File: src/hw/rtl/b64e_pkg.sv
// Package for the Base64 stream encoder: constants, group record and alphabet lookup.
`timescale 1ns / 1ps
`default_nettype none
package b64e_pkg;

	localparam int unsigned GROUPS_PER_LINE_DEF = 19;
	localparam int unsigned LINE_W = 5;
	localparam int unsigned IDX_W = 3;

	localparam logic [7:0] PAD_CHAR = 8'd61;
	localparam logic [7:0] LINE_FEED = 8'd10;

	// Serializer positions within one group
	localparam logic [IDX_W-1:0] IDX_FIRST = 3'd0;
	localparam logic [IDX_W-1:0] IDX_LAST_CHAR = 3'd3;
	localparam logic [IDX_W-1:0] IDX_LINE_FEED = 3'd4;

	// One encoded group: four characters, optional line feed, end-of-message flag
	typedef struct packed {
		logic [3:0][7:0] chars;
		logic            lf;
		logic            last;
	} b64e_group_t;

	// Map one sextet onto the standard alphabet
	function automatic logic [7:0] sextet_char(input logic [5:0] sx);
		logic [7:0] v;
		v = {2'b00, sx};
		if (sx < 6'd26) begin
			sextet_char = v + 8'd65;
		end else if (sx < 6'd52) begin
			sextet_char = v + 8'd71;
		end else if (sx < 6'd62) begin
			sextet_char = v - 8'd4;
		end else if (sx == 6'd62) begin
			sextet_char = 8'd43;
		end else begin
			sextet_char = 8'd47;
		end
	endfunction

endpackage
`default_nettype wire

File: src/hw/rtl/b64e_if.sv
// Valid/ready channel interfaces for the byte input and the character output.
`timescale 1ns / 1ps
`default_nettype none
interface b64e_byte_if;
	logic       valid;
	logic       ready;
	logic [7:0] data_byte;
	logic       final_byte;

	modport source (output valid, output data_byte, output final_byte, input ready);
	modport sink (input valid, input data_byte, input final_byte, output ready);
endinterface

interface b64e_char_if;
	logic       valid;
	logic       ready;
	logic [7:0] out_char;
	logic       run_end;
	logic       message_end;

	modport source (output valid, output out_char, output run_end, output message_end,
		input ready);
	modport sink (input valid, input out_char, input run_end, input message_end,
		output ready);
endinterface
`default_nettype wire

File: src/hw/rtl/base64_stream_encoder.sv
// Top level of the Base64 stream encoder: byte collector plus character serializer.
//
// Usage:
//   bytes: one message byte per beat, final_byte marks the last byte of a message.
//   chars: one ASCII character per beat: alphabet, '=' padding or a line feed after
//          every GROUPS_PER_LINE-th group. run_end flags the last character caused
//          by an input byte, message_end the last character of the message.
// Path: a byte that closes a group is held in the group register when it is
//   taken; its first character then reaches chars through the output register.
// Throughput: bytes that do not close a group are taken every cycle. A closing
//   byte waits until the previous group has started its last character, since the
//   serializer sends one character per cycle while chars.ready does not stall it.
// Reset: clears the pending count, the line counter and all valid flags; the
//   next byte starts a fresh message.
// Stall: the output register holds its character while chars.ready is low; the
//   held group then stays put and only non-closing bytes keep being taken.
`timescale 1ns / 1ps
`default_nettype none
module base64_stream_encoder #(
	parameter int unsigned GROUPS_PER_LINE = b64e_pkg::GROUPS_PER_LINE_DEF
) (
	input wire            clk,
	input wire            arst_n,
	b64e_byte_if.sink     bytes,
	b64e_char_if.source   chars
);
	import b64e_pkg::*;

	b64e_group_t      grp;
	logic             grp_valid;
	logic             grp_take;
	logic             load;
	logic             is_last;
	logic [7:0]       char_d;
	logic [IDX_W-1:0] idx_q;
	logic             out_valid_q;
	logic [7:0]       out_char_q;
	logic             run_end_q;
	logic             message_end_q;

	b64e_pack #(
		.GROUPS_PER_LINE(GROUPS_PER_LINE)
	) u_pack (
		.clk       (clk),
		.arst_n    (arst_n),
		.bytes     (bytes),
		.grp       (grp),
		.grp_valid (grp_valid),
		.grp_take  (grp_take)
	);

	// Pick the next character of the held group
	assign load = grp_valid && (!out_valid_q || chars.ready);
	assign is_last = (idx_q == (grp.lf ? IDX_LINE_FEED : IDX_LAST_CHAR));
	assign grp_take = load && is_last;

	always_comb begin
		if (idx_q == IDX_LINE_FEED) begin
			char_d = LINE_FEED;
		end else begin
			char_d = grp.chars[IDX_LAST_CHAR[1:0] - idx_q[1:0]];
		end
	end

	// Advance the serializer and the output valid
	always_ff @(posedge clk or negedge arst_n) begin
		if (!arst_n) begin
			idx_q <= IDX_FIRST;
			out_valid_q <= 1'b0;
		end else begin
			if (load) begin
				idx_q <= is_last ? IDX_FIRST : idx_q + IDX_W'(1);
				out_valid_q <= 1'b1;
			end else if (chars.ready) begin
				out_valid_q <= 1'b0;
			end
		end
	end

	// Hold the output payload
	always_ff @(posedge clk) begin
		if (load) begin
			out_char_q <= char_d;
			run_end_q <= is_last;
			message_end_q <= is_last && grp.last;
		end
	end

	assign chars.valid = out_valid_q;
	assign chars.out_char = out_char_q;
	assign chars.run_end = run_end_q;
	assign chars.message_end = message_end_q;

	a_idx_range: assert property (@(posedge clk) disable iff (!arst_n)
		idx_q <= IDX_LINE_FEED) else $error("serializer index out of range");
	a_idx_group: assert property (@(posedge clk) disable iff (!arst_n)
		idx_q != IDX_FIRST |-> grp_valid) else $error("serializer mid-group without group");
	a_end_order: assert property (@(posedge clk) disable iff (!arst_n)
		out_valid_q && message_end_q |-> run_end_q) else $error("message end without run end");

endmodule
`default_nettype wire

File: src/hw/rtl/b64e_pack.sv
// Byte collector: gathers bytes into 24-bit groups, maps sextets and tracks line length.
`timescale 1ns / 1ps
`default_nettype none
module b64e_pack #(
	parameter int unsigned GROUPS_PER_LINE = b64e_pkg::GROUPS_PER_LINE_DEF
) (
	input  wire                  clk,
	input  wire                  arst_n,
	b64e_byte_if.sink            bytes,
	output b64e_pkg::b64e_group_t grp,
	output logic                 grp_valid,
	input  wire                  grp_take
);
	import b64e_pkg::*;

	logic [7:0]        pend0_q;
	logic [7:0]        pend1_q;
	logic [1:0]        cnt_q;
	logic [LINE_W-1:0] line_q;
	logic              grp_valid_q;
	b64e_group_t       grp_s1;

	logic              completes;
	logic              accept;
	logic [1:0]        have;
	logic [23:0]       bits24;
	logic [LINE_W-1:0] line_nxt;
	logic              line_full;
	b64e_group_t       grp_d;

	// Decide whether this beat closes a group
	assign completes = (cnt_q == 2'd2) || bytes.final_byte;
	assign bytes.ready = !completes || !grp_valid_q || grp_take;
	assign accept = bytes.valid && bytes.ready;
	assign have = cnt_q + 2'd1;

	// Build the zero-filled group and its characters
	always_comb begin
		case (cnt_q)
			2'd0: bits24 = {bytes.data_byte, 16'h0000};
			2'd1: bits24 = {pend0_q, bytes.data_byte, 8'h00};
			default: bits24 = {pend0_q, pend1_q, bytes.data_byte};
		endcase
		for (int i = 0; i < 4; i++) begin
			if (2'(i) <= have || i == 0) begin
				grp_d.chars[3-i] = sextet_char(bits24[23-6*i -: 6]);
			end else begin
				grp_d.chars[3-i] = PAD_CHAR;
			end
		end
		line_nxt = line_q + LINE_W'(1);
		line_full = (line_nxt == '0) || (line_nxt >= LINE_W'(GROUPS_PER_LINE));
		grp_d.lf = line_full;
		grp_d.last = bytes.final_byte;
	end

	// Advance the collector state
	always_ff @(posedge clk or negedge arst_n) begin
		if (!arst_n) begin
			cnt_q <= 2'd0;
			line_q <= '0;
			grp_valid_q <= 1'b0;
		end else begin
			if (grp_take) begin
				grp_valid_q <= 1'b0;
			end
			if (accept) begin
				if (completes) begin
					cnt_q <= 2'd0;
					line_q <= (line_full || bytes.final_byte) ? '0 : line_nxt;
					grp_valid_q <= 1'b1;
				end else begin
					cnt_q <= cnt_q + 2'd1;
				end
			end
		end
	end

	// Hold pending bytes and the finished group
	always_ff @(posedge clk) begin
		if (accept && !completes) begin
			if (cnt_q == 2'd0) begin
				pend0_q <= bytes.data_byte;
			end else begin
				pend1_q <= bytes.data_byte;
			end
		end
		if (accept && completes) begin
			grp_s1 <= grp_d;
		end
	end

	assign grp = grp_s1;
	assign grp_valid = grp_valid_q;

	a_cnt_range: assert property (@(posedge clk) disable iff (!arst_n)
		cnt_q <= 2'd2) else $error("pending count out of range");
	a_line_range: assert property (@(posedge clk) disable iff (!arst_n)
		line_q < LINE_W'(GROUPS_PER_LINE)) else $error("line counter past limit");
	a_group_loaded: assert property (@(posedge clk) disable iff (!arst_n)
		accept && completes |=> grp_valid_q) else $error("closed group not held");

endmodule
`default_nettype wire

File: src/flat_wrapper.sv
// flat-port wrapper written by rule: the top's interface ports become plain ports
module base64_stream_encoder_flat import b64e_pkg::*;
#(
	parameter int unsigned GROUPS_PER_LINE = b64e_pkg::GROUPS_PER_LINE_DEF
)
  (clk, arst_n, bytes_valid, bytes_data_byte, bytes_final_byte, bytes_ready, chars_valid, chars_out_char, chars_run_end, chars_message_end, chars_ready);
  b64e_byte_if bytes_i ();
  b64e_char_if chars_i ();
  input wire clk;
  input wire arst_n;
  input wire logic [$bits(bytes_i.valid)-1:0] bytes_valid;
  input wire logic [$bits(bytes_i.data_byte)-1:0] bytes_data_byte;
  input wire logic [$bits(bytes_i.final_byte)-1:0] bytes_final_byte;
  output wire logic [$bits(bytes_i.ready)-1:0] bytes_ready;
  output wire logic [$bits(chars_i.valid)-1:0] chars_valid;
  output wire logic [$bits(chars_i.out_char)-1:0] chars_out_char;
  output wire logic [$bits(chars_i.run_end)-1:0] chars_run_end;
  output wire logic [$bits(chars_i.message_end)-1:0] chars_message_end;
  input wire logic [$bits(chars_i.ready)-1:0] chars_ready;
  assign bytes_i.valid = bytes_valid;
  assign bytes_i.data_byte = bytes_data_byte;
  assign bytes_i.final_byte = bytes_final_byte;
  assign bytes_ready = bytes_i.ready;
  assign chars_valid = chars_i.valid;
  assign chars_out_char = chars_i.out_char;
  assign chars_run_end = chars_i.run_end;
  assign chars_message_end = chars_i.message_end;
  assign chars_i.ready = chars_ready;
  base64_stream_encoder #(.GROUPS_PER_LINE(GROUPS_PER_LINE)) u_core (.clk(clk), .arst_n(arst_n), .bytes(bytes_i), .chars(chars_i));
endmodule
File: config.mk
export PLATFORM = sky130hd
export DESIGN_NAME = base64_stream_encoder_flat
export DESIGN_NICKNAME = d
export VERILOG_FILES = /design/src/hw/rtl/b64e_pkg.sv /design/src/hw/rtl/b64e_if.sv /design/src/hw/rtl/base64_stream_encoder.sv /design/src/hw/rtl/b64e_pack.sv /design/src/flat_wrapper.sv
export SDC_FILE = /design/constraint.sdc
export NUM_CORES = 1
export LEC_CHECK = 0
export BUFFER_PORTS_ARGS = -buffer_cell sky130_fd_sc_hd__buf_2
export CAP_MARGIN = 40
export CORE_MARGIN = 3
export CORE_UTILIZATION = 67
export DETAILED_ROUTE_END_ITERATION = 16
export GPL_TIMING_DRIVEN = 0
export PLACE_DENSITY = 0.82
export SLEW_MARGIN = 10
export SYNTH_ARGS = -nofsm -noshare
export SYNTH_HDL_FRONTEND = slang
export SYNTH_SLANG_ARGS = --single-unit
File: constraint.sdc
create_clock -name clk -period 9.9 [get_ports clk]
set_clock_uncertainty 0.1 [all_clocks]
set_input_delay 1.485 -clock clk [delete_from_list [all_inputs] [get_ports clk]]
set_output_delay 1.485 -clock clk [all_outputs]
set_load 0.1 [all_outputs]
* After elaboration in Yosys (flattened, before gate mapping)
Index checks and enable logic that the tools add are counted.
** Word-level totals
- Register bits :: 72
- Output and inout bits :: 12
- Logic and storage cells :: 107
** Cells by class
- Add/sub/neg operators :: 16
- $lt $le $gt $ge :: 17
- Equal/unequal tests :: 8
- Mux-type cells :: 28
- Bitwise operators :: 1
- Reduce and logical (&&, ||, !) cells :: 21
** Operator list (count)
- 8-bit two-way mux :: 13
- 6-bit by 7-bit adder with 8-bit output (second input constant) :: 8
- 6-bit < comparator (second input constant) :: 8
- 24-bit case mux with 2 select lines :: 1
- 6-bit by 3-bit subtractor with 7-bit output (second input constant) :: 4
- 6-bit == test (second input constant) :: 4
- 6-bit by 5-bit < comparator with 1-bit output (second input constant) :: 4
- 3-bit two-way mux :: 6
- 8-bit binary-select mux with 2-bit select :: 1
- 1-bit logical AND :: 6
- 1-bit logical OR :: 6
- 2-bit AND reduction :: 3
- 5-bit by 1-bit adder with 5-bit output (second input constant) :: 1
- 5-bit >= comparator (second input constant) :: 1
- 5-bit zero test :: 1
- 1-bit two-way mux :: 5
- 5-bit two-way mux :: 1
- 2-bit <= comparator (first input constant) :: 2
- 3-bit by 1-bit adder with 3-bit output (second input constant) :: 1
- 3-bit == test :: 1
- 3-bit == test (second input constant) :: 1
- 1-bit zero test :: 3
- 2-bit by 3-bit < comparator with 1-bit output (second input constant) :: 1
- 2-bit by 1-bit adder with 2-bit output (second input constant) :: 1
- 8 further kinds :: 8

* Depth between registers and ports, before layout
Gate-level depths: netlist of the first run.
- Depth in word-level cells :: 8
- Depth in mapped cells :: 15

* Cells and area by module
From an unflattened synthesis of the first run, not the netlist that was laid out.
** Unflattened totals
- Cell total of the unflattened synthesis :: 476
- Area, all modules :: 4961.0 µm²
** Modules (own cells, without submodules)
- b64e_pack :: instances 1, cells an instance 420, area an instance 4144.0 µm²
- base64_stream_encoder :: instances 1, cells an instance 56, area an instance 817.0 µm²

* Least setup slack after synthesis of the first run
No wires, ideal clock.
- Path type :: in2out
- From :: in chars_ready
- To :: out bytes_ready
- Arrival time :: 2.379 ns
- Required time :: 8.315 ns
- Slack :: 5.936 ns
- Stages on the path :: 4
- Buffers on the path :: 0
- Cells stage by stage :: nand2b_1 nand2_1 o21ai_1 or2_2
** On the way
- Longest elaborated chain between the ends :: 4
** Ends and longest elaborated chain
- start: declaration :: RTL line flat_wrapper.sv:19 : input wire logic [$bits(chars_i.ready)-1:0] chars_ready;
- 1-bit logical OR :: RTL line base64_stream_encoder.sv:53 : assign load = grp_valid && (!out_valid_q || chars.ready);
- 1-bit logical AND :: RTL line base64_stream_encoder.sv:53
- 1-bit logical AND :: RTL line base64_stream_encoder.sv:55 : assign grp_take = load && is_last;
- 1-bit logical OR :: RTL line b64e_pack.sv:33 : assign bytes.ready = !completes || !grp_valid_q || grp_take;
- end: declaration :: RTL line flat_wrapper.sv:14 : output wire logic [$bits(bytes_i.ready)-1:0] bytes_ready;
No other way between the ends.

* Worst setup path after layout of the first run
Ends and elaborated chain as after synthesis.

==> reports/results.ini, run 1 <==
[worst_setup_path]
cp.required_ns=8.32
crit_path_start_kind=input pin
crit_path_end_kind=output port
worstPathMaxFanout=4
worstSetupPathType=input pin to output port
cp.arrival_ns=2.62

[grt]
antenna_found_initial=0
grt-ovfl-total=0
grt_usage_pct=27.5
first_global_vias=3371
grt_max_degree=25
grt_pass1_wl_mm=16.5

[hold_path]
hold_path.class=flop to flop

[timing]
fin_hold_ws_ns=0.404
finalHoldViolCount=0
fmax_ghz=0.238
drv_slew=0
min_period_ns=4.20
tns_ns=0
relSlewSlack_pct=52.2
grt_setup_unrepaired=false
worst_pin_slew_ns=0.712
setup_viol=0
fin_crit_sh_pct=42.4

[clock_tree]
cts_hold_buf=0
clk-insertion-delay-late_ns=0.35
clock_sinks=72
cts_tree=done
h-tree-depth=3
post_cts_resized=0
cts-root-buf=clkbuf_8
cts_buffers=9
post_cts_buffers=0
clk_pin_slew_ns=0.08
cts_max_path_buffers=2

[pwr]
comb_power_share_pct=59.6
p_switching_uw=888
ir_drop_v=0.000215
intPower_uw=996
seqPwrFrac_pct=26.4
p_clk_share_pct=14.0
power_switching_share_pct=47.1
pwr_density_cell_nw_per_um2=367
p_leak_nw=2.00

[synthesis]
synth-edff-count=60
yosys_warnings=0
ys_types=75
synth-seq-cells=72
synthArstFlopShare_pct=16.7
synth_cells=450
seq_area_frac_synth_pct=45.2
synthFlopType=edfxtp_1
syn_nets=488
syn_avg_cell_area_um2=10.3
synth_area_um2=4650

[floorplan]
start_util_pct=71.2
num_rows=29
core_um2=6530
die_h_um=89.3
dieArea_um2=7980
chipWidth_um=89.3
pin_count=25

[layout]
num_antenna_cells=0
nets=524
drive_gt1_share_pct=17.5
area_growth_pct=10.2
fillers=426

[run_status]
status=finished, final reports clean

[job]
max_cap_violations=0

[detailed_routing]
route.met3.wl_um=685
wl_met2_mm=4.94
via_per_inst=6.40
ant_nets=0
drc=0
wire_per_inst_um=18.2
highest_layer=met4
drt-met1-wl_mm=4.54
wl_mm=10.3
dr.pass1.iters=6
drt_iter0_markers=371
vias=3634

[place]
place_hpwl_mm=7.72
finalWeightedCongestion=0.914
io_buffers=24

## synth_stat cells (3+ instances only)
library cell / count / share of area (%)
nand3b_1: 3 / 0.48
o21ai_0: 18 / 1.9
nand2b_1: 4 / 0.54
nor2b_1: 10 / 1.3
a31oi_1: 3 / 0.40
nand3_1: 17 / 1.8
xor2_1: 4 / 0.75
nor3_1: 7 / 0.75
or2_2: 4 / 0.54
nand2_1: 51 / 4.1
clkbuf_1: 8 / 0.65
inv_1: 26 / 2.1
nor2_1: 19 / 1.5
a32o_1: 3 / 0.65
buf_2: 6 / 0.65
ha_1: 25 / 6.7
a21o_1: 4 / 0.65
mux4_2: 8 / 3.9
a21oi_1: 28 / 3.0
o211ai_1: 8 / 1.3
inv_2: 4 / 0.32
a21boi_1: 3 / 0.48
a22oi_1: 6 / 0.97
nor3b_1: 7 / 1.1
or3_1: 4 / 0.54
buf_4: 5 / 0.81
dfrtp_1: 12 / 6.5
nand4_1: 5 / 0.67
o21ai_1: 10 / 1.1
mux2i_1: 4 / 0.86
edfxtp_1: 60 / 39
xnor2_1: 11 / 2.1
o31ai_1: 7 / 1.1
a21oi_2: 3 / 0.56
## stage by stage
step | worst slack (ns) | total power, mW | cells | util (%) | area [µm²]
global route | 5.64 | 2.01 | 568 | 78.5 | 5130
CTS | 5.69 | 1.88 | 568 | 78.5 | 5130
finish | 5.70 | 1.88 | 568 | 78.5 | 5130
global placement | 5.72 | 1.57 | 551 | 74.6 | 4870
detailed placement | 5.69 | 1.61 | 552 | 75.0 | 4900
floorplan | 5.94 | 1.38 | 450 | - | 4650
## critical path: stages
cell and delay [ns]:
buf_2 0.07, nand2b_1 0.12, nand2_1 0.07, o21ai_1 0.28, or2_2 0.17, buf_2 0.41
## flip-flops by register name, summed over array words and instances (netlist names)
| name | flops |
|---|---|
| u_core.u_pack.pend0_q | 8 |
| u_core.u_pack.grp_valid | 1 |
| u_core.chars.valid | 1 |
| u_core.u_pack.pend1_q | 8 |
| u_core.chars.out_char | 8 |
| u_core.u_pack.line_q | 5 |
| u_core.idx_q | 3 |
| u_core.chars.message_end | 1 |
| u_core.u_pack.grp | 34 |
| u_core.chars.run_end | 1 |
| u_core.u_pack.cnt_q | 2 |
## final timing paths
path	from	endpoint	slack (ns)	cells after the start
worst max-delay path	chars_ready	bytes_ready	5.70	6
worst min-delay path	u_core.u_pack.grp_valid	u_core.chars.valid	0.40	1
worst max register to register	u_core.u_pack.cnt_q[1]	u_core.u_pack.grp[20]	6.05	13
worst min register to register	u_core.u_pack.grp_valid	u_core.chars.valid	0.40	1
max in group asynchronous	arst_n	u_core.chars.valid	8.56	1
min in group asynchronous	arst_n	u_core.idx_q[0]	0.90	1
## area by class of cell
cell class | instances | area (µm²) | share of cell area, %
Inverter | 30 | 113 | 2.20
Clock inverter | 6 | 91.3 | 1.78
Sequential cell | 72 | 2100 | 41.0
Tap cell | 77 | 96.3 | 1.88
Multi-Input combinational cell | 325 | 2310 | 45.1
Clock buffer | 10 | 138 | 2.68
Buffer | 23 | 128 | 2.49
Timing Repair Buffer | 25 | 148 | 2.88
## per-layer routing
layer  track usage, %  vias to the layer above
li1                 -                     1738
met1             37.6                     1728
met2             43.7                      149
met3             5.90                       19
met4             9.74                        0
met5                0                        -
## placed cells by master (no fill, tap or decap), drive strengths merged, types with 2 or more instances in the layout
cell	Yosys	layout
edfxtp	60	60
nand2	51	51
buf	15	40
a21oi	32	32
inv	30	31
o21ai	29	29
ha	25	25
nor2	20	20
clkbuf	8	18
nand3	17	17
dfrtp	12	12
xnor2	11	11
nor2b	10	10
o211ai	8	8
mux4	8	8
a22oi	8	8
nor3	7	7
o31ai	7	7
nor3b	7	7
or2	6	6
nand4	5	5
nand2b	5	5
a21boi	5	5
a21o	4	4
or3	4	4
mux2i	4	4
xor2	4	4
nand3b	4	4
a31oi	4	4
a32o	3	3
a22o	3	3
and2	3	3
clkinv	0	3
a221oi	2	2
a211o	2	2
and4b	2	2
o22ai	2	2
a311oi	2	2
bufinv	0	2
## power groups by stage
stage | sequential [mW] | clock [mW] | combinational [mW]
after floorplan | 0.648 | 0 | 0.737
after global placement | 0.500 | 0 | 1.07
after detailed placement | 0.504 | 0 | 1.10
after CTS | 0.498 | 0.268 | 1.11
after global routing | 0.507 | 0.278 | 1.22
final | 0.498 | 0.264 | 1.12
## logic make-up after synthesis
kind of cell             synth area share, %
other                                 0.0806
AO/OA/AOI/OAI                           18.8
flip-flops                              45.2
AND/OR/NAND/NOR                         16.3
adder cells (fa/ha/maj)                 6.72
multiplexers                            4.97
buffers and inverters                   5.16
XOR/XNOR                                2.82
No activity file was read; power rests on OpenSTA's default activity.
==> inputs of run 2 (changes only) <==
- ABC_AREA: not set -> 1
- CORE_UTILIZATION: 67 -> 56
- PLACE_DENSITY: 0.82 -> 0.73
- clock period: 9.9 -> 3.4 ns (I/O delays scaled with it)
==> reports/results.ini, run 2 <==
[run_status]
status=finished, final reports clean

[place]
io_buffers=24  ; unchanged
finalWeightedCongestion=0.922  ; +0.93%
place_hpwl_mm=7.77  ; +0.58%

[floorplan]
start_util_pct=58.1  ; -13 points
die_h_um=98.6  ; +10%
num_rows=33  ; +14%
chipWidth_um=98.6  ; +10%
dieArea_um2=9710  ; +22%
core_um2=8260  ; +26%
pin_count=25  ; unchanged

[clock_tree]
h-tree-depth=3  ; unchanged
clk-insertion-delay-late_ns=0.34  ; about the same
clk_pin_slew_ns=0.08  ; about the same
cts-root-buf=clkbuf_8
cts_tree=done
cts_max_path_buffers=2  ; unchanged
clock_sinks=72  ; unchanged
cts_buffers=9  ; unchanged

[synthesis]
syn_nets=589  ; +21%
synthFlopType=edfxtp_1
yosysTopAreaCell=edfxtp_1
yosys_warnings=0  ; unchanged
synth_most_common_cell=nand2_1
synthMuxAreaShare_pct=0  ; -5.0 points
synthArstFlopShare_pct=16.7  ; unchanged
synth_commonest_cells=nand2_1 (114), edfxtp_1 (60), nor2_1 (56)
synth-seq-cells=72  ; unchanged
synth-edff-count=60  ; unchanged
synth_top_family_by_area=simple AND/OR/NAND/NOR gates
synth-simple-area-share_pct=28.7  ; +12 points
synth_area_um2=4800  ; +3.1%
synth_top_area_share_pct=37.6  ; -1.2 points
synth-xor-area-share_pct=3.29  ; +0.46 points
syn_avg_cell_area_um2=8.71  ; -16%
synth_cells=551  ; +22%
yosys-top-cells-area=edfxtp_1 (38%), nand2_1 (8.9%), ha_1 (6.5%), dfrtp_1 (6.3%), nor2_1 (4.4%)
synth_compound_area_share_pct=11.3  ; -7.5 points
synth-adder-area-share_pct=6.52  ; -0.20 points
ys_types=42  ; -44%
seq_area_frac_synth_pct=43.8  ; -1.4 points

[layout]
final_core_util_pct=64.2  ; -14 points
area_growth_pct=10.5
num_antenna_cells=0  ; unchanged
layout_common_cells=nand2_1 (114), edfxtp_1 (60), nor2_1 (56), inv_1 (54), o21ai_0 (36)
drive_gt1_share_pct=20.4  ; +2.9 points
largest_reg_flops=34  ; unchanged
final_common_cell=nand2_1
nets=626  ; +19%

[detailed_routing]
drt-met1-wl_mm=4.51  ; -0.55%
drc=0  ; unchanged
via_per_inst=5.36  ; -16%
ant_nets=0  ; unchanged
wire_per_inst_um=14.1  ; -22%
highest_layer=met4
vias=3738  ; +2.9%
dr.pass1.iters=5  ; -1
wl_met2_mm=4.61  ; -6.8%
wl_mm=9.86  ; -4.7%
route.met3.wl_um=520  ; -24%
drt_iter0_markers=162  ; -56%

[worst_setup_path]
cp.buffers_inverters=5  ; +3
cp.depth=16  ; +10
crit_chain=inv_1, ha_1, buf_6, nor2_2, buf_6, nand2_4, nand2_4, inv_2, ha_1, or2_2, nand3_1, nand2_2, inv_1, nor2_1, nand2_1, nand2_1
crit_path_start_kind=flop
worstPathMaxFanout=10  ; +6
cp.required_ns=3.39  ; -4.93 ns
crit_path_end_kind=flop
reg2reg_depth=16  ; +3
critPathSlowestCell=dfrtp_1
slowest_delay_ns=0.53  ; +0.12 ns
cp.arrival_ns=2.92  ; +0.30 ns
worstSetupPathType=flop to flop
critPathTopFamily=simple AND/OR/NAND/NOR gates

[timing]
setup_viol=0  ; unchanged
drv_slew=0  ; unchanged
grt_setup_unrepaired=false
fin_crit_sh_pct=86.1
finalHoldViolCount=0  ; unchanged
fmax_ghz=0.341
tns_ns=0  ; unchanged
min_period_ns=2.93
relSlewSlack_pct=47.1  ; -5.2 points
fin_hold_ws_ns=0.287  ; -0.118 ns
worst_pin_slew_ns=0.794  ; +0.0826 ns

[grt]
antenna_found_initial=0  ; unchanged
grt_max_degree=25  ; unchanged
first_global_vias=3632  ; +7.7%
grt_usage_pct=21.3  ; -6.2 points
grt_pass1_wl_mm=16.6  ; +1.1%
grt-ovfl-total=0  ; unchanged

[pwr]
ir_drop_v=0.000456  ; +110%
pwr_density_cell_nw_per_um2=1010  ; +170%
p_leak_nw=2.33  ; +17%
total_power_mw=5.34  ; +180%

[job]
max_cap_violations=0  ; unchanged

[hold_path]
hold_depth=1  ; unchanged
hold_path.class=input pin to flop

==> run 2: report_power, final <==
part           switching [mW]  total, mW  leakage [nW]  internal [mW]
Combinational            2.26       3.22          1.53          0.961
Sequential              0.103       1.42         0.699           1.32
Clock                   0.325      0.702         0.110          0.377
==> run 2: metrics by stage <==
stage,std cells,setup WS [ns],instance area (µm²)
after CTS,698,0.491,5300
after global placement,680,0.203,5050
after global routing,698,0.311,5300
after floorplan,551,0.400,4800
after detailed placement,681,0.506,5080
final,698,0.471,5300
==> run 2: worst paths after layout <==
path,slack (ns),startpoint,to
max in group asynchronous,2.48,arst_n,u_core.u_pack.cnt_q[1]
max,0.47,u_core.u_pack.cnt_q[1],u_core.u_pack.grp[21]
min,0.29,bytes_final_byte,u_core.u_pack.grp[0]
min in group asynchronous,0.49,arst_n,u_core.u_pack.line_q[2]
max reg2reg,0.47,u_core.u_pack.cnt_q[1],u_core.u_pack.grp[21]
min reg2reg,0.44,u_core.u_pack.line_q[4],u_core.u_pack.line_q[4]
==> run 2: kinds of logic (layout without fill, tap and decap cells) <==
group	count (synthesis)	after routing
other	1	1
AO/OA/AOI/OAI	87	87
buffers and inverters	73	115
AND/OR/NAND/NOR	275	275
XOR/XNOR	18	18
adder cells (fa/ha/maj)	25	25
flip-flops	72	72
==> run 2: layer usage <==
metal  GRT usage, %  up-vias
li1               -     1913
met1           28.1     1709
met2           35.3       94
met3           3.96       22
met4           7.67        0
met5              0        -
==> run 2: layout make-up <==
cell class                      count  area (µm²)
Inverter                           64         245
Clock buffer                       12         188
Multi-Input combinational cell    406        2390
Clock inverter                      4        28.8
Tap cell                          105         131
Timing Repair Buffer               26         158
Sequential cell                    72        2100
Buffer                              9        60.1
Fill cell                         691        2960
==> run 2: timing repair <==
item                       in CTS  in global routing
buffers inserted                0                  0
hold buffers                    1                  0
hold endpoints to repair       12                  0
gates resized for setup         0                  0
setup endpoints to repair       0                  0
==> inputs of run 3 (changes only) <==
- CORE_UTILIZATION: 56 -> 55
- PLACE_DENSITY: 0.73 -> 0.72
==> reports/results.ini, run 3 (synthesized netlist as in run 2, its figures left out) <==
[run_status]
status=finished, final reports clean

[timing]
finalHoldViolCount=0  ; unchanged
worst_pin_slew_ns=0.826  ; +0.0315 ns
fin_crit_sh_pct=87.5  ; +1.3 points
relSlewSlack_pct=44.9  ; -2.1 points
drv_slew=0  ; unchanged
min_period_ns=2.97  ; +0.0446 ns
tns_ns=0  ; unchanged
grt_setup_unrepaired=false
layout_setup_ws_ns=0.427  ; -0.0446 ns
fin_hold_ws_ns=0.290  ; +0.00302 ns
fmax_ghz=0.336  ; -1.5%
setup_viol=0  ; unchanged

[layout]
drive_gt1_share_pct=20.2  ; -0.17 points
final_common_cell=nand2_1
stdcell_count=698  ; unchanged
num_antenna_cells=0  ; unchanged
largest_reg_flops=34  ; unchanged
finalInstanceArea_um2=5250  ; -0.97%
nets=626  ; unchanged
area_growth_pct=9.47
final_core_util_pct=63.0  ; -1.3 points
layout_common_cells=nand2_1 (114), edfxtp_1 (60), nor2_1 (56), inv_1 (54), o21ai_0 (36)

[hold_path]
hold_depth=1  ; unchanged
holdCritStartpoint=bytes_final_byte
hold_path.class=input pin to flop
hold_end=u_core.u_pack.grp[0]

[pwr]
comb_power_share_pct=61.6  ; +1.3 points
p_clk_share_pct=11.2  ; -1.9 points
seqPwrFrac_pct=27.1  ; +0.5 points
p_leak_nw=2.31  ; -0.87%
p_switching_mw=2.70  ; +0.43%
ir_drop_v=0.000459  ; +0.67%
pwr_density_cell_nw_per_um2=998  ; -0.93%
intPower_mw=2.54  ; -4.2%
total_power_mw=5.24  ; -1.9%
power_switching_share_pct=51.5  ; +1.2 points

[floorplan]
num_rows=33  ; unchanged
dieArea_um2=9880  ; +1.7%
start_util_pct=57.5  ; -0.58 points
die_h_um=99.4  ; +0.85%
chipWidth_um=99.4  ; +0.85%
core_um2=8340  ; +1.0%
pin_count=25  ; unchanged

[place]
numPlacedInstances=681  ; unchanged
pre_cts_slack_ns=0.469  ; -0.0369 ns
dpl_cell_area_um2=5080  ; unchanged
finalWeightedCongestion=0.956  ; +3.7%
place_hpwl_mm=7.79  ; +0.27%
io_buffers=24  ; unchanged

[grt]
first_global_vias=3645  ; +0.36%
grt_max_degree=25  ; unchanged
antenna_found_initial=0  ; unchanged
grt-ovfl-total=0  ; unchanged
grt_pass1_wl_mm=17.1  ; +2.9%
grt_usage_pct=21.9  ; +0.54 points

[job]
max_cap_violations=0  ; unchanged

[detailed_routing]
drc=0  ; unchanged
via_per_inst=5.45  ; +1.8%
wl_mm=10.2  ; +3.2%
dr.pass1.iters=6  ; +1
ant_nets=0  ; unchanged
drt_iter0_markers=239  ; +48%
vias=3807  ; +1.8%
wire_per_inst_um=14.6  ; +3.2%

[worst_setup_path]
reg2reg_slack_ns=0.43  ; -0.04 ns
worstSetupPathType=flop to flop
r2r-end=u_core.u_pack.grp[21]
reg2reg_depth=16  ; unchanged
crit_path_start_kind=flop
worstPathMaxFanout=10  ; unchanged
crit_chain=inv_1, ha_1, buf_6, nor2_2, buf_6, nand2_4, nand2_4, inv_2, ha_1, or2_2, nand3_1, nand2_2, inv_1, nor2_1, nand2_1, nand2_1
cp.required_ns=3.40  ; about the same
cp.arrival_ns=2.97  ; +0.05 ns
slowest_delay_ns=0.56  ; +0.03 ns
rr_startpoint=u_core.u_pack.cnt_q[1]
critPathSlowestCell=dfrtp_1
crit_path_end_kind=flop

[clock_tree]
post_cts_buffers=0  ; unchanged
cts-root-buf=clkbuf_8
h-tree-depth=3  ; unchanged
post_cts_resized=0  ; unchanged
cts_max_path_buffers=2  ; unchanged
cts_hold_buf=1  ; unchanged
clk_pin_slew_ns=0.08  ; about the same
cts_buffers=9  ; unchanged
clock_sinks=72  ; unchanged
cts_tree=done
clk-insertion-delay-late_ns=0.34  ; about the same

[run 3: power by group through the flow]
stage | Combinational, mW | Clock [mW] | Sequential [mW]
global placement | 3.14 | 0 | 1.43
CTS | 3.22 | 0.599 | 1.42
floorplan | 2.15 | 0 | 1.87
finish | 3.23 | 0.588 | 1.42
detailed placement | 3.21 | 0 | 1.44
global route | 3.58 | 0.640 | 1.44
[run 3: worst max-delay path by stage]
| stage | startpoint | end | slack [ns] | depth (start not counted) |
|---|---|---|---|---|
| after floorplan | u_core.chars.valid | u_core.u_pack.grp[0] | 0.40 | 5 |
| after global placement | chars_ready | u_core.u_pack.grp[26] | 0.23 | 7 |
| after detailed placement | u_core.u_pack.cnt_q[1] | u_core.u_pack.grp[21] | 0.47 | 16 |
| after CTS | u_core.u_pack.cnt_q[1] | u_core.u_pack.grp[21] | 0.45 | 16 |
| after global routing | u_core.u_pack.cnt_q[1] | u_core.u_pack.grp[21] | 0.23 | 16 |
| final | u_core.u_pack.cnt_q[1] | u_core.u_pack.grp[21] | 0.43 | 16 |
[run 3: layout make-up]
type,count,area [µm²]
Fill cell,711,3090
Multi-Input combinational cell,406,2390
Sequential cell,72,2100
Inverter,64,245
Timing Repair Buffer,26,158
Tap cell,105,131
Clock buffer,10,128
Buffer,9,60.1
Clock inverter,6,37.5
[run 3: worst max-delay path: cells and delay by family, from the launching register on]
kind	cells	cell delay (ns)
flip-flops	1	0.56
adder cells (fa/ha/maj)	2	0.43
AND/OR/NAND/NOR	9	0.96
buffers and inverters	5	0.67
[run 3: layer usage]
| metal | vias to the layer above | wire length (µm) | global-route usage [%] |
|---|---|---|---|
| li1 | 1917 | - | - |
| met1 | 1757 | 4800 | 29.5 |
| met2 | 109 | 4660 | 35.3 |
| met3 | 24 | 439 | 3.09 |
| met4 | 0 | 276 | 9.35 |
| met5 | - | 0 | 0 |
